==> config.mk <==
export PLATFORM = sky130hd
export DESIGN_NAME = playfair_encryptor
export DESIGN_NICKNAME = d
export VERILOG_FILES = /design/src/hw/rtl/pfe_pkg.sv /design/src/hw/rtl/pfe_front.sv /design/src/hw/rtl/pfe_back.sv /design/src/hw/rtl/playfair_encryptor.sv
export SDC_FILE = /design/constraint.sdc
export NUM_CORES = 1
export LEC_CHECK = 0
export BUFFER_PORTS_ARGS = -buffer_cell sky130_fd_sc_hd__buf_2
export CAP_MARGIN = 30
export CORE_MARGIN = 3
export CORE_UTILIZATION = 50
export CTS_CLUSTER_DIAMETER = 150
export DETAILED_ROUTE_END_ITERATION = 12
export PLACE_DENSITY = 0.77
export SLEW_MARGIN = 0
export SYNTH_ARGS = -nofsm -noshare
export SYNTH_HDL_FRONTEND = slang
export SYNTH_HIERARCHICAL = 1
export SYNTH_SLANG_ARGS = --single-unit
==> constraint.sdc <==
create_clock -name aclk -period 10.1 [get_ports aclk]
set_input_delay 2.525 -clock aclk [delete_from_list [all_inputs] [get_ports aclk]]
set_output_delay 2.525 -clock aclk [all_outputs]
set_load 0.02 [all_outputs]
==> src/hw/rtl/pfe_pkg.sv <==
// ============================================================================
// pfe_pkg - shared types and constants for the Playfair encryptor
// Command codes, letter constants and 5x5 square helper functions.
// ============================================================================
`timescale 1ns / 1ps
`default_nettype none

package pfe_pkg;

    // input mode codes (s_tuser)
    localparam logic [2:0] MODE_NEW_KEY   = 3'd0;
    localparam logic [2:0] MODE_KEY_CHAR  = 3'd1;
    localparam logic [2:0] MODE_KEY_DONE  = 3'd2;
    localparam logic [2:0] MODE_MSG_CHAR  = 3'd3;
    localparam logic [2:0] MODE_MSG_END   = 3'd4;

    // internal command codes passed through the queue
    localparam logic [2:0] OP_NEW_KEY     = 3'd0;
    localparam logic [2:0] OP_KEY_CHAR    = 3'd1;
    localparam logic [2:0] OP_KEY_DONE    = 3'd2;
    localparam logic [2:0] OP_MSG_CHAR    = 3'd3;
    localparam logic [2:0] OP_MSG_END     = 3'd4;

    localparam logic [4:0] LETTER_I       = 5'd8;
    localparam logic [4:0] LETTER_J       = 5'd9;
    localparam logic [4:0] LETTER_X       = 5'd23;
    localparam logic [4:0] LAST_LETTER    = 5'd25;
    localparam logic [4:0] NUM_CELLS      = 5'd25;
    localparam logic [6:0] ASCII_A        = 7'd65;
    localparam logic [7:0] ASCII_A8       = 8'd65;
    localparam logic [7:0] ASCII_Z8       = 8'd90;
    localparam logic [7:0] ASCII_LA8      = 8'd97;
    localparam logic [7:0] ASCII_LZ8      = 8'd122;
    localparam logic [7:0] CASE_OFFSET    = 8'd32;

    typedef logic [4:0] letter_t;
    typedef logic [4:0] cell_t;
    typedef logic [2:0] coord_t;

    typedef struct packed {
        logic [2:0] op;
        letter_t    letter;
    } pfe_cmd_t;

    typedef struct packed {
        logic     valid;
        pfe_cmd_t cmd;
    } pfe_head_t;

    typedef struct packed {
        logic    is_letter;
        letter_t idx;
    } letter_info_t;

    // upper-case, fold J into I, flag non-letters
    function automatic letter_info_t letter_of(input logic [7:0] code);
        logic [7:0]   c;
        letter_info_t r;
        c = code;
        if (c >= ASCII_LA8 && c <= ASCII_LZ8) begin
            c = c - CASE_OFFSET;
        end
        r.is_letter = (c >= ASCII_A8) && (c <= ASCII_Z8);
        r.idx       = 5'(c - ASCII_A8);
        if (r.idx == LETTER_J) begin
            r.idx = LETTER_I;
        end
        return r;
    endfunction

    function automatic coord_t cell_row(input cell_t c);
        coord_t r;
        if (c >= 5'd20) begin
            r = 3'd4;
        end else if (c >= 5'd15) begin
            r = 3'd3;
        end else if (c >= 5'd10) begin
            r = 3'd2;
        end else if (c >= 5'd5) begin
            r = 3'd1;
        end else begin
            r = 3'd0;
        end
        return r;
    endfunction

    function automatic coord_t cell_col(input cell_t c);
        cell_t d;
        d = c - ({2'b00, cell_row(c)} * 5'd5);
        return d[2:0];
    endfunction

    function automatic cell_t cell_at(input coord_t row, input coord_t col);
        return ({2'b00, row} * 5'd5) + {2'b00, col};
    endfunction

    function automatic coord_t wrap_inc(input coord_t v);
        return (v == 3'd4) ? 3'd0 : v + 3'd1;
    endfunction

endpackage

`default_nettype wire

==> src/hw/rtl/pfe_front.sv <==
// ============================================================================
// pfe_front - input classifier and command queue
// Decodes each input transaction, drops items that carry no work and queues
// the rest for the back end.
// ============================================================================
`timescale 1ns / 1ps
`default_nettype none

module pfe_front #(
    parameter int DEPTH = 4
) (
    input  wire               aclk,
    input  wire               aresetn,
    input  wire               s_tvalid,
    output logic              s_tready,
    input  wire  [7:0]        s_tdata,   // [7:0] char_code
    input  wire  [2:0]        s_tuser,   // [2:0] mode
    output pfe_pkg::pfe_head_t head,
    input  wire               pop
);
    import pfe_pkg::*;

    localparam int PW = $clog2(DEPTH);
    localparam int CW = $clog2(DEPTH + 1);

    pfe_cmd_t     mem [DEPTH];
    logic [PW-1:0] wr_ptr_reg, wr_ptr_next;
    logic [PW-1:0] rd_ptr_reg, rd_ptr_next;
    logic [CW-1:0] count_reg, count_next;

    letter_info_t info;
    pfe_cmd_t     cmd;
    logic         keep;
    logic         push;

    always_comb begin
        info       = letter_of(s_tdata);
        cmd.letter = info.idx;
        cmd.op     = OP_NEW_KEY;
        keep       = 1'b0;
        unique case (s_tuser)
            MODE_NEW_KEY: begin
                cmd.op = OP_NEW_KEY;
                keep   = 1'b1;
            end
            MODE_KEY_CHAR: begin
                cmd.op = OP_KEY_CHAR;
                keep   = info.is_letter;
            end
            MODE_KEY_DONE: begin
                cmd.op = OP_KEY_DONE;
                keep   = 1'b1;
            end
            MODE_MSG_CHAR: begin
                cmd.op = OP_MSG_CHAR;
                keep   = info.is_letter;
            end
            MODE_MSG_END: begin
                cmd.op = OP_MSG_END;
                keep   = 1'b1;
            end
            default: begin
                keep = 1'b0;
            end
        endcase
    end

    assign s_tready = (count_reg != CW'(DEPTH));
    assign push     = s_tvalid && s_tready && keep;

    assign head.valid = (count_reg != '0);
    assign head.cmd   = mem[rd_ptr_reg];

    always_comb begin
        wr_ptr_next = wr_ptr_reg;
        rd_ptr_next = rd_ptr_reg;
        if (push) begin
            wr_ptr_next = (wr_ptr_reg == PW'(DEPTH - 1)) ? '0 : wr_ptr_reg + PW'(1);
        end
        if (pop) begin
            rd_ptr_next = (rd_ptr_reg == PW'(DEPTH - 1)) ? '0 : rd_ptr_reg + PW'(1);
        end
        count_next = count_reg + CW'(push) - CW'(pop);
    end

    always_ff @(posedge aclk) begin
        if (!aresetn) begin
            wr_ptr_reg <= '0;
            rd_ptr_reg <= '0;
            count_reg  <= '0;
        end else begin
            wr_ptr_reg <= wr_ptr_next;
            rd_ptr_reg <= rd_ptr_next;
            count_reg  <= count_next;
        end
    end

    always_ff @(posedge aclk) begin
        if (push) begin
            mem[wr_ptr_reg] <= cmd;
        end
    end

endmodule

`default_nettype wire

==> src/hw/rtl/pfe_back.sv <==
// ============================================================================
// pfe_back - key square builder and pair encryptor
// Holds the 5x5 square, executes queued commands and drives the cipher
// letters one transaction at a time.
// ============================================================================
`timescale 1ns / 1ps
`default_nettype none

module pfe_back (
    input  wire                aclk,
    input  wire                aresetn,
    input  pfe_pkg::pfe_head_t head,
    output logic               pop,
    output logic               m_tvalid,
    input  wire                m_tready,
    output logic [7:0]         m_tdata,   // [6:0] cipher_char, [7] zero
    output logic               m_tlast    // last_of_pair
);
    import pfe_pkg::*;

    localparam logic [2:0] ST_IDLE  = 3'd0;
    localparam logic [2:0] ST_FILL  = 3'd1;
    localparam logic [2:0] ST_LOOK  = 3'd2;
    localparam logic [2:0] ST_EMIT0 = 3'd3;
    localparam logic [2:0] ST_EMIT1 = 3'd4;

    logic [2:0]  state_reg, state_next;
    logic [25:0] used_reg, used_next;
    cell_t       fill_reg, fill_next;
    logic        key_ready_reg, key_ready_next;
    letter_t     pend_reg, pend_next;
    logic        pend_valid_reg, pend_valid_next;
    letter_t     walk_reg, walk_next;

    letter_t     cell_letter_mem [25];
    cell_t       letter_cell_mem [26];
    cell_t       lc_a_reg, lc_b_reg;
    letter_t     cl_a_reg, cl_b_reg;

    letter_t     place_idx;
    logic        place_ok;
    logic        place_en;
    logic        pair_start;
    letter_t     rd_b;
    coord_t      ra, ca, rb, cb;
    cell_t       oa, ob;
    letter_t     out_letter;

    assign pop       = (state_reg == ST_IDLE) && head.valid;
    assign place_idx = (state_reg == ST_FILL) ? walk_reg : head.cmd.letter;
    assign place_ok  = !used_reg[place_idx] && (fill_reg < NUM_CELLS);
    assign place_en  = ((state_reg == ST_IDLE) && head.valid && (head.cmd.op == OP_KEY_CHAR)
                        && !key_ready_reg && place_ok)
                     || ((state_reg == ST_FILL) && (walk_reg != LETTER_J) && place_ok);

    // a pair opens a lookup when the second letter or the message end arrives
    assign pair_start = pop && key_ready_reg && pend_valid_reg
                        && ((head.cmd.op == OP_MSG_CHAR) || (head.cmd.op == OP_MSG_END));
    assign rd_b       = (head.cmd.op == OP_MSG_END) ? LETTER_X : head.cmd.letter;

    // square geometry of the two looked-up cells
    always_comb begin
        ra = cell_row(lc_a_reg);
        ca = cell_col(lc_a_reg);
        rb = cell_row(lc_b_reg);
        cb = cell_col(lc_b_reg);
        if (ra == rb) begin
            oa = cell_at(ra, wrap_inc(ca));
            ob = cell_at(rb, wrap_inc(cb));
        end else if (ca == cb) begin
            oa = cell_at(wrap_inc(ra), ca);
            ob = cell_at(wrap_inc(rb), cb);
        end else begin
            oa = cell_at(ra, cb);
            ob = cell_at(rb, ca);
        end
    end

    always_comb begin
        state_next      = state_reg;
        used_next       = used_reg;
        fill_next       = fill_reg;
        key_ready_next  = key_ready_reg;
        pend_next       = pend_reg;
        pend_valid_next = pend_valid_reg;
        walk_next       = walk_reg;

        if (place_en) begin
            used_next[place_idx] = 1'b1;
            fill_next            = fill_reg + 5'd1;
        end

        unique case (state_reg)
            ST_IDLE: begin
                if (head.valid) begin
                    unique case (head.cmd.op)
                        OP_NEW_KEY: begin
                            used_next       = '0;
                            fill_next       = '0;
                            key_ready_next  = 1'b0;
                            pend_next       = '0;
                            pend_valid_next = 1'b0;
                        end
                        OP_KEY_CHAR: begin
                        end
                        OP_KEY_DONE: begin
                            walk_next  = '0;
                            state_next = ST_FILL;
                        end
                        OP_MSG_CHAR: begin
                            if (key_ready_reg) begin
                                if (pend_valid_reg) begin
                                    pend_next       = '0;
                                    pend_valid_next = 1'b0;
                                    state_next      = ST_LOOK;
                                end else begin
                                    pend_next       = head.cmd.letter;
                                    pend_valid_next = 1'b1;
                                end
                            end
                        end
                        OP_MSG_END: begin
                            if (key_ready_reg && pend_valid_reg) begin
                                pend_next       = '0;
                                pend_valid_next = 1'b0;
                                state_next      = ST_LOOK;
                            end
                        end
                        default: begin
                        end
                    endcase
                end
            end
            ST_FILL: begin
                // walk A..Z once, placing every letter except J not yet in the square
                if (walk_reg == LAST_LETTER) begin
                    key_ready_next = 1'b1;
                    state_next     = ST_IDLE;
                end else begin
                    walk_next = walk_reg + 5'd1;
                end
            end
            ST_LOOK: begin
                state_next = ST_EMIT0;
            end
            ST_EMIT0: begin
                if (m_tready) begin
                    state_next = ST_EMIT1;
                end
            end
            ST_EMIT1: begin
                if (m_tready) begin
                    state_next = ST_IDLE;
                end
            end
            default: begin
                state_next = ST_IDLE;
            end
        endcase
    end

    always_ff @(posedge aclk) begin
        if (!aresetn) begin
            state_reg      <= ST_IDLE;
            used_reg       <= '0;
            fill_reg       <= '0;
            key_ready_reg  <= 1'b0;
            pend_reg       <= '0;
            pend_valid_reg <= 1'b0;
            walk_reg       <= '0;
        end else begin
            state_reg      <= state_next;
            used_reg       <= used_next;
            fill_reg       <= fill_next;
            key_ready_reg  <= key_ready_next;
            pend_reg       <= pend_next;
            pend_valid_reg <= pend_valid_next;
            walk_reg       <= walk_next;
        end
    end

    // square memories: one write port each, two registered read ports
    always_ff @(posedge aclk) begin
        if (place_en) begin
            cell_letter_mem[fill_reg]  <= place_idx;
            letter_cell_mem[place_idx] <= fill_reg;
        end
        if (pair_start) begin
            lc_a_reg <= letter_cell_mem[pend_reg];
            lc_b_reg <= letter_cell_mem[rd_b];
        end
        if (state_reg == ST_LOOK) begin
            cl_a_reg <= cell_letter_mem[oa];
            cl_b_reg <= cell_letter_mem[ob];
        end
    end

    assign out_letter = (state_reg == ST_EMIT1) ? cl_b_reg : cl_a_reg;
    assign m_tvalid   = (state_reg == ST_EMIT0) || (state_reg == ST_EMIT1);
    assign m_tlast    = (state_reg == ST_EMIT1);
    assign m_tdata    = {1'b0, ASCII_A + {2'b00, out_letter}};

endmodule

`default_nettype wire

==> src/hw/rtl/playfair_encryptor.sv <==
// ============================================================================
// playfair_encryptor - Playfair cipher, encryption direction
// Streaming key load, square completion and letter-pair encryption.
// ============================================================================
// Input side takes one transaction per cycle until the command queue is full.
// Key complete walks the alphabet to fill the square. A pair passes through
// the lookup and emit states and waits on output stalls; with the back end
// idle, the closing transaction is queued and popped, the square is read in
// the lookup state, and then the first cipher letter is offered.
// Reset clears all control state; the square contents are undefined until
// the next key complete.
`timescale 1ns / 1ps
`default_nettype none

module playfair_encryptor #(
    parameter int QUEUE_DEPTH = 4
) (
    input  wire        aclk,
    input  wire        aresetn,
    input  wire        s_tvalid,
    output logic       s_tready,
    input  wire  [7:0] s_tdata,   // [7:0] char_code
    input  wire  [2:0] s_tuser,   // [2:0] mode
    output logic       m_tvalid,
    input  wire        m_tready,
    output logic [7:0] m_tdata,   // [6:0] cipher_char, [7] zero
    output logic       m_tlast    // last_of_pair
);
    import pfe_pkg::*;

    pfe_head_t head;
    logic      pop;

    pfe_front #(
        .DEPTH (QUEUE_DEPTH)
    ) u_front (
        .aclk     (aclk),
        .aresetn  (aresetn),
        .s_tvalid (s_tvalid),
        .s_tready (s_tready),
        .s_tdata  (s_tdata),
        .s_tuser  (s_tuser),
        .head     (head),
        .pop      (pop)
    );

    pfe_back u_back (
        .aclk     (aclk),
        .aresetn  (aresetn),
        .head     (head),
        .pop      (pop),
        .m_tvalid (m_tvalid),
        .m_tready (m_tready),
        .m_tdata  (m_tdata),
        .m_tlast  (m_tlast)
    );

    a_pop_needs_entry: assert property (@(posedge aclk) disable iff (!aresetn)
        pop |-> head.valid)
        else $error("queue popped while empty");

    a_full_not_empty: assert property (@(posedge aclk) disable iff (!aresetn)
        !s_tready |-> head.valid)
        else $error("queue full yet reports no entry");

    a_second_follows: assert property (@(posedge aclk) disable iff (!aresetn)
        (m_tvalid && m_tready && !m_tlast) |=> (m_tvalid && m_tlast))
        else $error("second letter of pair not presented");

    a_no_pop_while_emit: assert property (@(posedge aclk) disable iff (!aresetn)
        m_tvalid |-> !pop)
        else $error("command consumed during output");

endmodule

`default_nettype wire
Word-level counts from Yosys, hierarchy flattened
Memory sizes are Yosys's and may differ from the RTL's. A register that Yosys moved wholly into a read port is not among the register bits.
Index checks and enable logic that the tools add are counted.
Cells by class
  $add $sub $neg: 21
  multiply operators: 4
  $lt $le $gt $ge: 15
  eq/ne operators: 37
  muxes and demuxes: 68
  bitwise logic cells: 1
  reduce and logical (&&, ||, !) cells: 33
Operators by type and width (number)
  26-bit 2-to-1 mux: 4
  5-bit 2-to-1 mux: 18
  3-bit 2-to-1 mux: 17
  5-bit by 3-bit adder with 5-bit output: 6
  26-bit bitwise OR: 1
  3-bit == test (second input constant): 7
  5-bit by 4-bit >= comparator with 1-bit output (second input constant): 4
  3-bit by 3-bit multiplier with 5-bit output (second input constant): 4
  3-bit by 2-bit == test with 1-bit output (second input constant): 6
  8-bit by 7-bit >= comparator with 1-bit output (second input constant): 2
  8-bit by 7-bit less-or-equal comparator with 1-bit output (second input constant): 2
  1-bit logical AND: 16
  3-bit case mux with 5 select lines: 1
  5-bit case mux with 3 select lines: 1
  1-bit 2-to-1 mux: 14
  2-bit inequality test (second input constant): 7
  3-bit by 1-bit adder with 3-bit output (second input constant): 4
  3-bit case mux with 4 select lines: 1
  5-bit by 1-bit adder with 5-bit output (second input constant): 2
  5-bit by 3-bit >= comparator with 1-bit output (second input constant): 2
  5-bit >= comparator (second input constant): 2
  5-bit case mux with 2 select lines: 1
  3-bit by 1-bit == test with 1-bit output (second input constant): 3
  3-bit zero test: 3
  35 further kinds: 51
Word-level totals
  bits in registers: 53
  RAM bits: 287
  output and inout bits: 11
  memories: 3
Memory list
  u_back.letter_cell_mem: depth 26, width 5, rd ports 2, clocked after Yosys merged registers in 2, write ports 1, RTL line pfe_back.sv:36  | cell_t letter_cell_mem [26];
  u_back.cell_letter_mem: depth 25, width 5, rd ports 2, clocked after Yosys merged registers in 2, write ports 1, RTL line pfe_back.sv:35  | letter_t cell_letter_mem [25];
  u_front.mem: depth 4, width 8, rd ports 1, clocked after Yosys merged registers in 1, write ports 1, RTL line pfe_front.sv:26  | pfe_cmd_t mem [DEPTH];

Depth between registers and ports, before layout
  word-level depth: 12
  mapped depth: 24
  mapped depth without buffers: 23

By module
Netlist, hierarchy kept.
By module, submodules not included
  pfe_back: times used 1, cells each 1362, area an instance 17000.1 sq um, seq. area each 9178.8 sq um
  pfe_front: times used 1, cells each 122, area an instance 1864.3 sq um, seq. area each 1141.1 sq um

Worst setup path after synthesis
No wires, ideal clock.
  path kind: in2reg
  from: input port s_tdata[0]
  to: register u_front.count_reg[2]
  setup time: 0.115 ns
  data arrival time: 5.061 ns
  required time: 9.985 ns
  setup slack: 4.925 ns
  stages on the path: 15
  path buffers: 0
  cells stage by stage: inv_1 > ha_1 > or3b_2 > nor3_1 > or4b_4 > a21oi_4 > inv_1 > ha_1 > inv_1 > ha_1 > inv_1 > fa_1 > xnor2_1 > xnor2_1 > and2_1
Between the ends
  cells in the longest elaborated chain, start to end: 9
Ends and longest elaborated chain
  from (decl): RTL line playfair_encryptor.sv:22  | input wire [7:0] s_tdata,
  8-bit by 7-bit >= comparator with 1-bit output or 8-bit by 7-bit less-or-equal comparator with 1-bit output (tied branches): RTL line pfe_pkg.sv:60  | if (c >= ASCII_LA8 && c <= ASCII_LZ8) begin
  1-bit logical AND: RTL line pfe_pkg.sv:60
  8-bit 2-to-1 mux (*): RTL line pfe_pkg.sv:60
  8-bit by 7-bit >= comparator with 1-bit output or 8-bit by 7-bit less-or-equal comparator with 1-bit output (tied branches): RTL line pfe_pkg.sv:63  | r.is_letter = (c >= ASCII_A8) && (c <= ASCII_Z8);
  1-bit logical AND (*): RTL line pfe_pkg.sv:63
  1-bit case mux with 2 select lines (*): RTL line pfe_front.sv:41  | unique case (s_tuser)
  1-bit logical AND (*): RTL line pfe_front.sv:69  | assign push = s_tvalid && s_tready && keep;
  3-bit by 1-bit adder with 3-bit output (*): RTL line pfe_front.sv:83  | count_next = count_reg + CW'(push) - CW'(pop);
  3-bit by 1-bit subtractor with 3-bit output (*): RTL line pfe_front.sv:83
  to (signal assigned): RTL line pfe_front.sv:94  | count_reg <= count_next;
  to (decl): RTL line pfe_front.sv:29  | logic [CW-1:0] count_reg, count_next;
Every way passes the cells marked *; elsewhere a longest branch is shown, timed or not.
A chain may end at the register's enable or synchronous reset.

Worst setup path after layout
  from: register u_back.lc_a_reg[1] (read register of u_back.letter_cell_mem)
  to: register u_back.cl_a_reg[2] (read register of u_back.cell_letter_mem) (data pin)
Between the ends
  cells in the longest elaborated chain, start to end: 11
Ends and longest elaborated chain
  from (decl): RTL line pfe_back.sv:37  | cell_t lc_a_reg, lc_b_reg;
  5-bit by 3-bit >= comparator with 1-bit output: RTL line pfe_pkg.sv:79  | end else if (c >= 5'd5) begin
  1-bit 2-to-1 mux: RTL line pfe_pkg.sv:79
  3-bit 2-to-1 mux: RTL line pfe_pkg.sv:77  | end else if (c >= 5'd10) begin
  3-bit 2-to-1 mux: RTL line pfe_pkg.sv:75  | end else if (c >= 5'd15) begin
  3-bit 2-to-1 mux: RTL line pfe_pkg.sv:73  | if (c >= 5'd20) begin
  3-bit by 3-bit multiplier with 5-bit output (tied with other cells): RTL line pfe_pkg.sv:89  | d = c - ({2'b00, cell_row(c)} * 5'd5);
  3-bit subtractor or 3-bit 2-to-1 mux (tied branches): RTL line pfe_pkg.sv:89, pfe_pkg.sv:98
  3-bit by 1-bit adder with 3-bit output (tied with other cells): RTL line pfe_pkg.sv:98  | return (v == 3'd4) ? 3'd0 : v + 3'd1;
  3-bit 2-to-1 mux or 5-bit by 3-bit adder with 5-bit output (tied branches): RTL line pfe_pkg.sv:98, pfe_pkg.sv:94
  5-bit by 3-bit adder with 5-bit output or 5-bit 2-to-1 mux (tied branches): RTL line pfe_pkg.sv:94, pfe_back.sv:70
  5-bit 2-to-1 mux (*): RTL line pfe_back.sv:67  | if (ra == rb) begin
  to (decl): RTL line pfe_back.sv:38  | letter_t cl_a_reg, cl_b_reg;
Marks and branches as above.

==> impl_metrics.toml <==
[yosys]
synth_xor_area_frac = 0.01572
synthMuxAreaShare = 0.1433
synth_edf_count = 307
synth-simple-area-share = 0.1051
seq_area_frac_synth = 0.5471
synth.area.top_cells = "edfxtp_1, mux4_2, dfxtp_1"
async_flop_share = 0
avgSynthCellArea_um2 = 12.71
yosysMostFrequentCell = "edfxtp_1"
syn_nets = 1563
netlist_area_um2 = 18860
yosysWarningCount = 6
synth-compound-area-share = 0.1105
yosysTopAreaCell = "edfxtp_1"
ys_top_cells_by_count = "edfxtp_1, nand2_1, nor2_1"
synth_top_family_by_area = "multiplexers"
synth_seq_cells = 362
synth_cell_types = 81
synth_flop_cell = "edfxtp_1"
synth-adder-area-share = 0.04603
synth_cells = 1484
synth_top_area_frac = 0.4887

[global_routing]
antenna_found_initial = 1
track_usage = 0.2315
grt_pass1_wl_um = 72930
grt_pass1_vias = 12520
gr-total-overflow = 0
grt_max_degree = 49

[setup_path]
setup.worst_path.end_class = "flop"
slowest_stage = "a22oi_1"
crit_buf_inv = 2
worstPathMaxFanout = 12
crit_arrival_ps = 6300
path_common_cell = "ha_1"
worstPathRequired_ps = 10400
cp_slowest_stage_delay_ps = 730
criticalPathCategory = "reg -> reg"
critical_path.top_delay_family = "compound AO/OA/AOI/OAI gates"
path_cells = "o21bai_1 -> a21boi_0 -> nor3_2 -> inv_1 -> and2_1 -> ha_1 -> inv_1 -> fa_1 -> nor2_1 -> a221o_1 -> nor3_4 -> ha_1 -> ha_1 -> a21o_1 -> a21oi_1 -> xnor2_1 -> a21oi_1 -> a22oi_1 -> nor2b_1 -> nor2b_1 -> a22o_1 -> nor3_1"
startpoint_type = "flop"
r2r_slack_ps = 4100

[layout]
antenna_cells = 0
largest_reg_flops = 130
regMostFlops = "u_back/letter_cell_mem"
nets = 1572
final_cells = 2026
drive_above_1_share = 0.1491
areaGrowthSynthToFinish_pct = 9.810
top_regs = "u_back/letter_cell_mem x130, u_back/cell_letter_mem x125, u_front/mem x32"

[cts]
cts_tree = "built"
postCtsSetupBuffers = 0
holdBufCountCts = 0
clockBufferDepth = 3
cts_root_buf = "clkbuf_16"
clk_latency_ps = 580
cts.htree.levels = 2
numCtsBuffers = 39
post_cts_resized = 0
cts_sinks = 362
clk_pin_slew_worst_paths_ps = 60

[sta]
timing.fmax_mhz = 166.7
hold_viol_final = 0
setup_viol = 0
post-route-min-period_ps = 5998
fin_hold_ws_ps = 458.9
tightest_slew_ps = 1018
maxSlewViolCount = 0
setup_tns_ps = 0
rsz0062_at_grt = "no"
relSlewSlack = 0.3205
skew_ps = 37.67
fin_crit_sh = 0.5939

[routing]
wire_per_inst_um = 23.04
drt_iter0_markers = 1539
antenna_left = 0
route.detailed.drc = 0
first_pass_iters = 5
routed_via_density = 6.265
routed_wirelength_um = 46680
num_vias = 12690

[pwr]
p_per_area_nw_per_um2 = 203.0
p_leak_nw = 7.028
p_total_mw = 4.205
ir_worst_vdd_uv = 186.0

[placement]
io_buffers = 23
dp.final_hpwl_um = 31420
dp.cells = 1954
place_congestion = 0.9400

[floorplan]
die_h_um = 200.2
die_w_um = 200.2
die_area_um2 = 40100
start_util = 0.5116
core_area_um2 = 36870
io_pins = 26
placementRows = 70

[min_path]
hp-class = "reg -> reg"

[run]
drv_cap = 0

[outcome]
status = "completed"
metal layers:
metal / GRT usage / vias up / share of wire / routed length (µm)
met5: 0 / - / 0.00028 / 13
met1: 0.3241 / 6332 / 0.41 / 19040
met3: 0.05347 / 98 / 0.098 / 4596
li1: - / 5663 / - / -
met2: 0.3645 / 597 / 0.47 / 21780
met4: 0.06899 / 2 / 0.027 / 1251
layout by cell type (no fill, tap or decap), drive strengths merged, types with 17 or more instances in the layout:
cell type  Yosys  routed
edfxtp       307     307
nand2        148     148
nor2         118     118
mux2i         75      75
mux4          71      71
a21oi         62      62
ha            55      55
dfxtp         55      55
clkbuf        44      53
buf           39      51
inv           49      50
o21ai         44      44
nand3         34      34
o21a          31      31
mux2          30      30
nor2b         28      28
o22ai         22      22
a211oi        22      22
and2          21      21
o221ai        20      20
nor3          20      20
nand2b        17      17
xnor2         17      17
worst paths after layout:
| check | startpoint | to | cells past startpoint |
|---|---|---|---|
| worst max register to register | u_back/lc_a_reg[1]$_DFFE_PP_ | u_back/cl_a_reg[2]$_DFFE_PN_ | 22 |
| worst min-delay path | u_back/used_reg[15]$_SDFF_PN0_ | u_back/used_reg[15]$_SDFF_PN0_ | 1 |
| worst max-delay path | u_back/lc_a_reg[1]$_DFFE_PP_ | u_back/cl_a_reg[2]$_DFFE_PN_ | 22 |
| worst min register to register | u_back/used_reg[15]$_SDFF_PN0_ | u_back/used_reg[15]$_SDFF_PN0_ | 1 |
worst register-to-register path, cell delays in order, from the launching register on:
cell and delay [ps]:
edfxtp_1 480, o21bai_1 170, a21boi_0 110, nor3_2 400, inv_1 140, and2_1 250, ha_1 200, inv_1 60
fa_1 220, nor2_1 70, a221o_1 390, nor3_4 320, ha_1 320, ha_1 300, a21o_1 150, a21oi_1 160
xnor2_1 150, a21oi_1 90, a22oi_1 730, nor2b_1 270, nor2b_1 390, a22o_1 280, nor3_1 90
layout make-up:
| class | instances | area [µm²] |
|---|---|---|
| clock buffer | 53 | 1059 |
| clock inverter | 17 | 196.4 |
| fill | 2964 | 16160 |
| inverter | 49 | 183.9 |
| multi-input combinational | 990 | 7951 |
| sequential | 362 | 10320 |
| tap | 504 | 630.6 |
| timing repair buffer | 51 | 372.9 |
logic make-up after synthesis:
family / after synthesis
other: 2
adders and majority gates: 64
DFF: 362
AOI/OAI and AO/OA: 292
xor gates and xnor gates: 33
and+or+nand+nor: 423
buffers and inverters: 132
muxes: 176
stage by stage:
stage               area, µm²  setup slack [ps]  utilization
finish                  20710              4102       0.5618
global route            20710              3716       0.5618
CTS                     20660              4155       0.5603
detailed placement      19400              4215       0.5263
global placement        19380              4216       0.5257
floorplan               18860              4925            -
power breakdown:
group	switching, mW	internal, mW	total [mW]
combinational	0.680	0.307	0.987
clock	0.591	0.817	1.41
sequential	0.0405	1.77	1.81
Power figures use the tool's default switching activity.
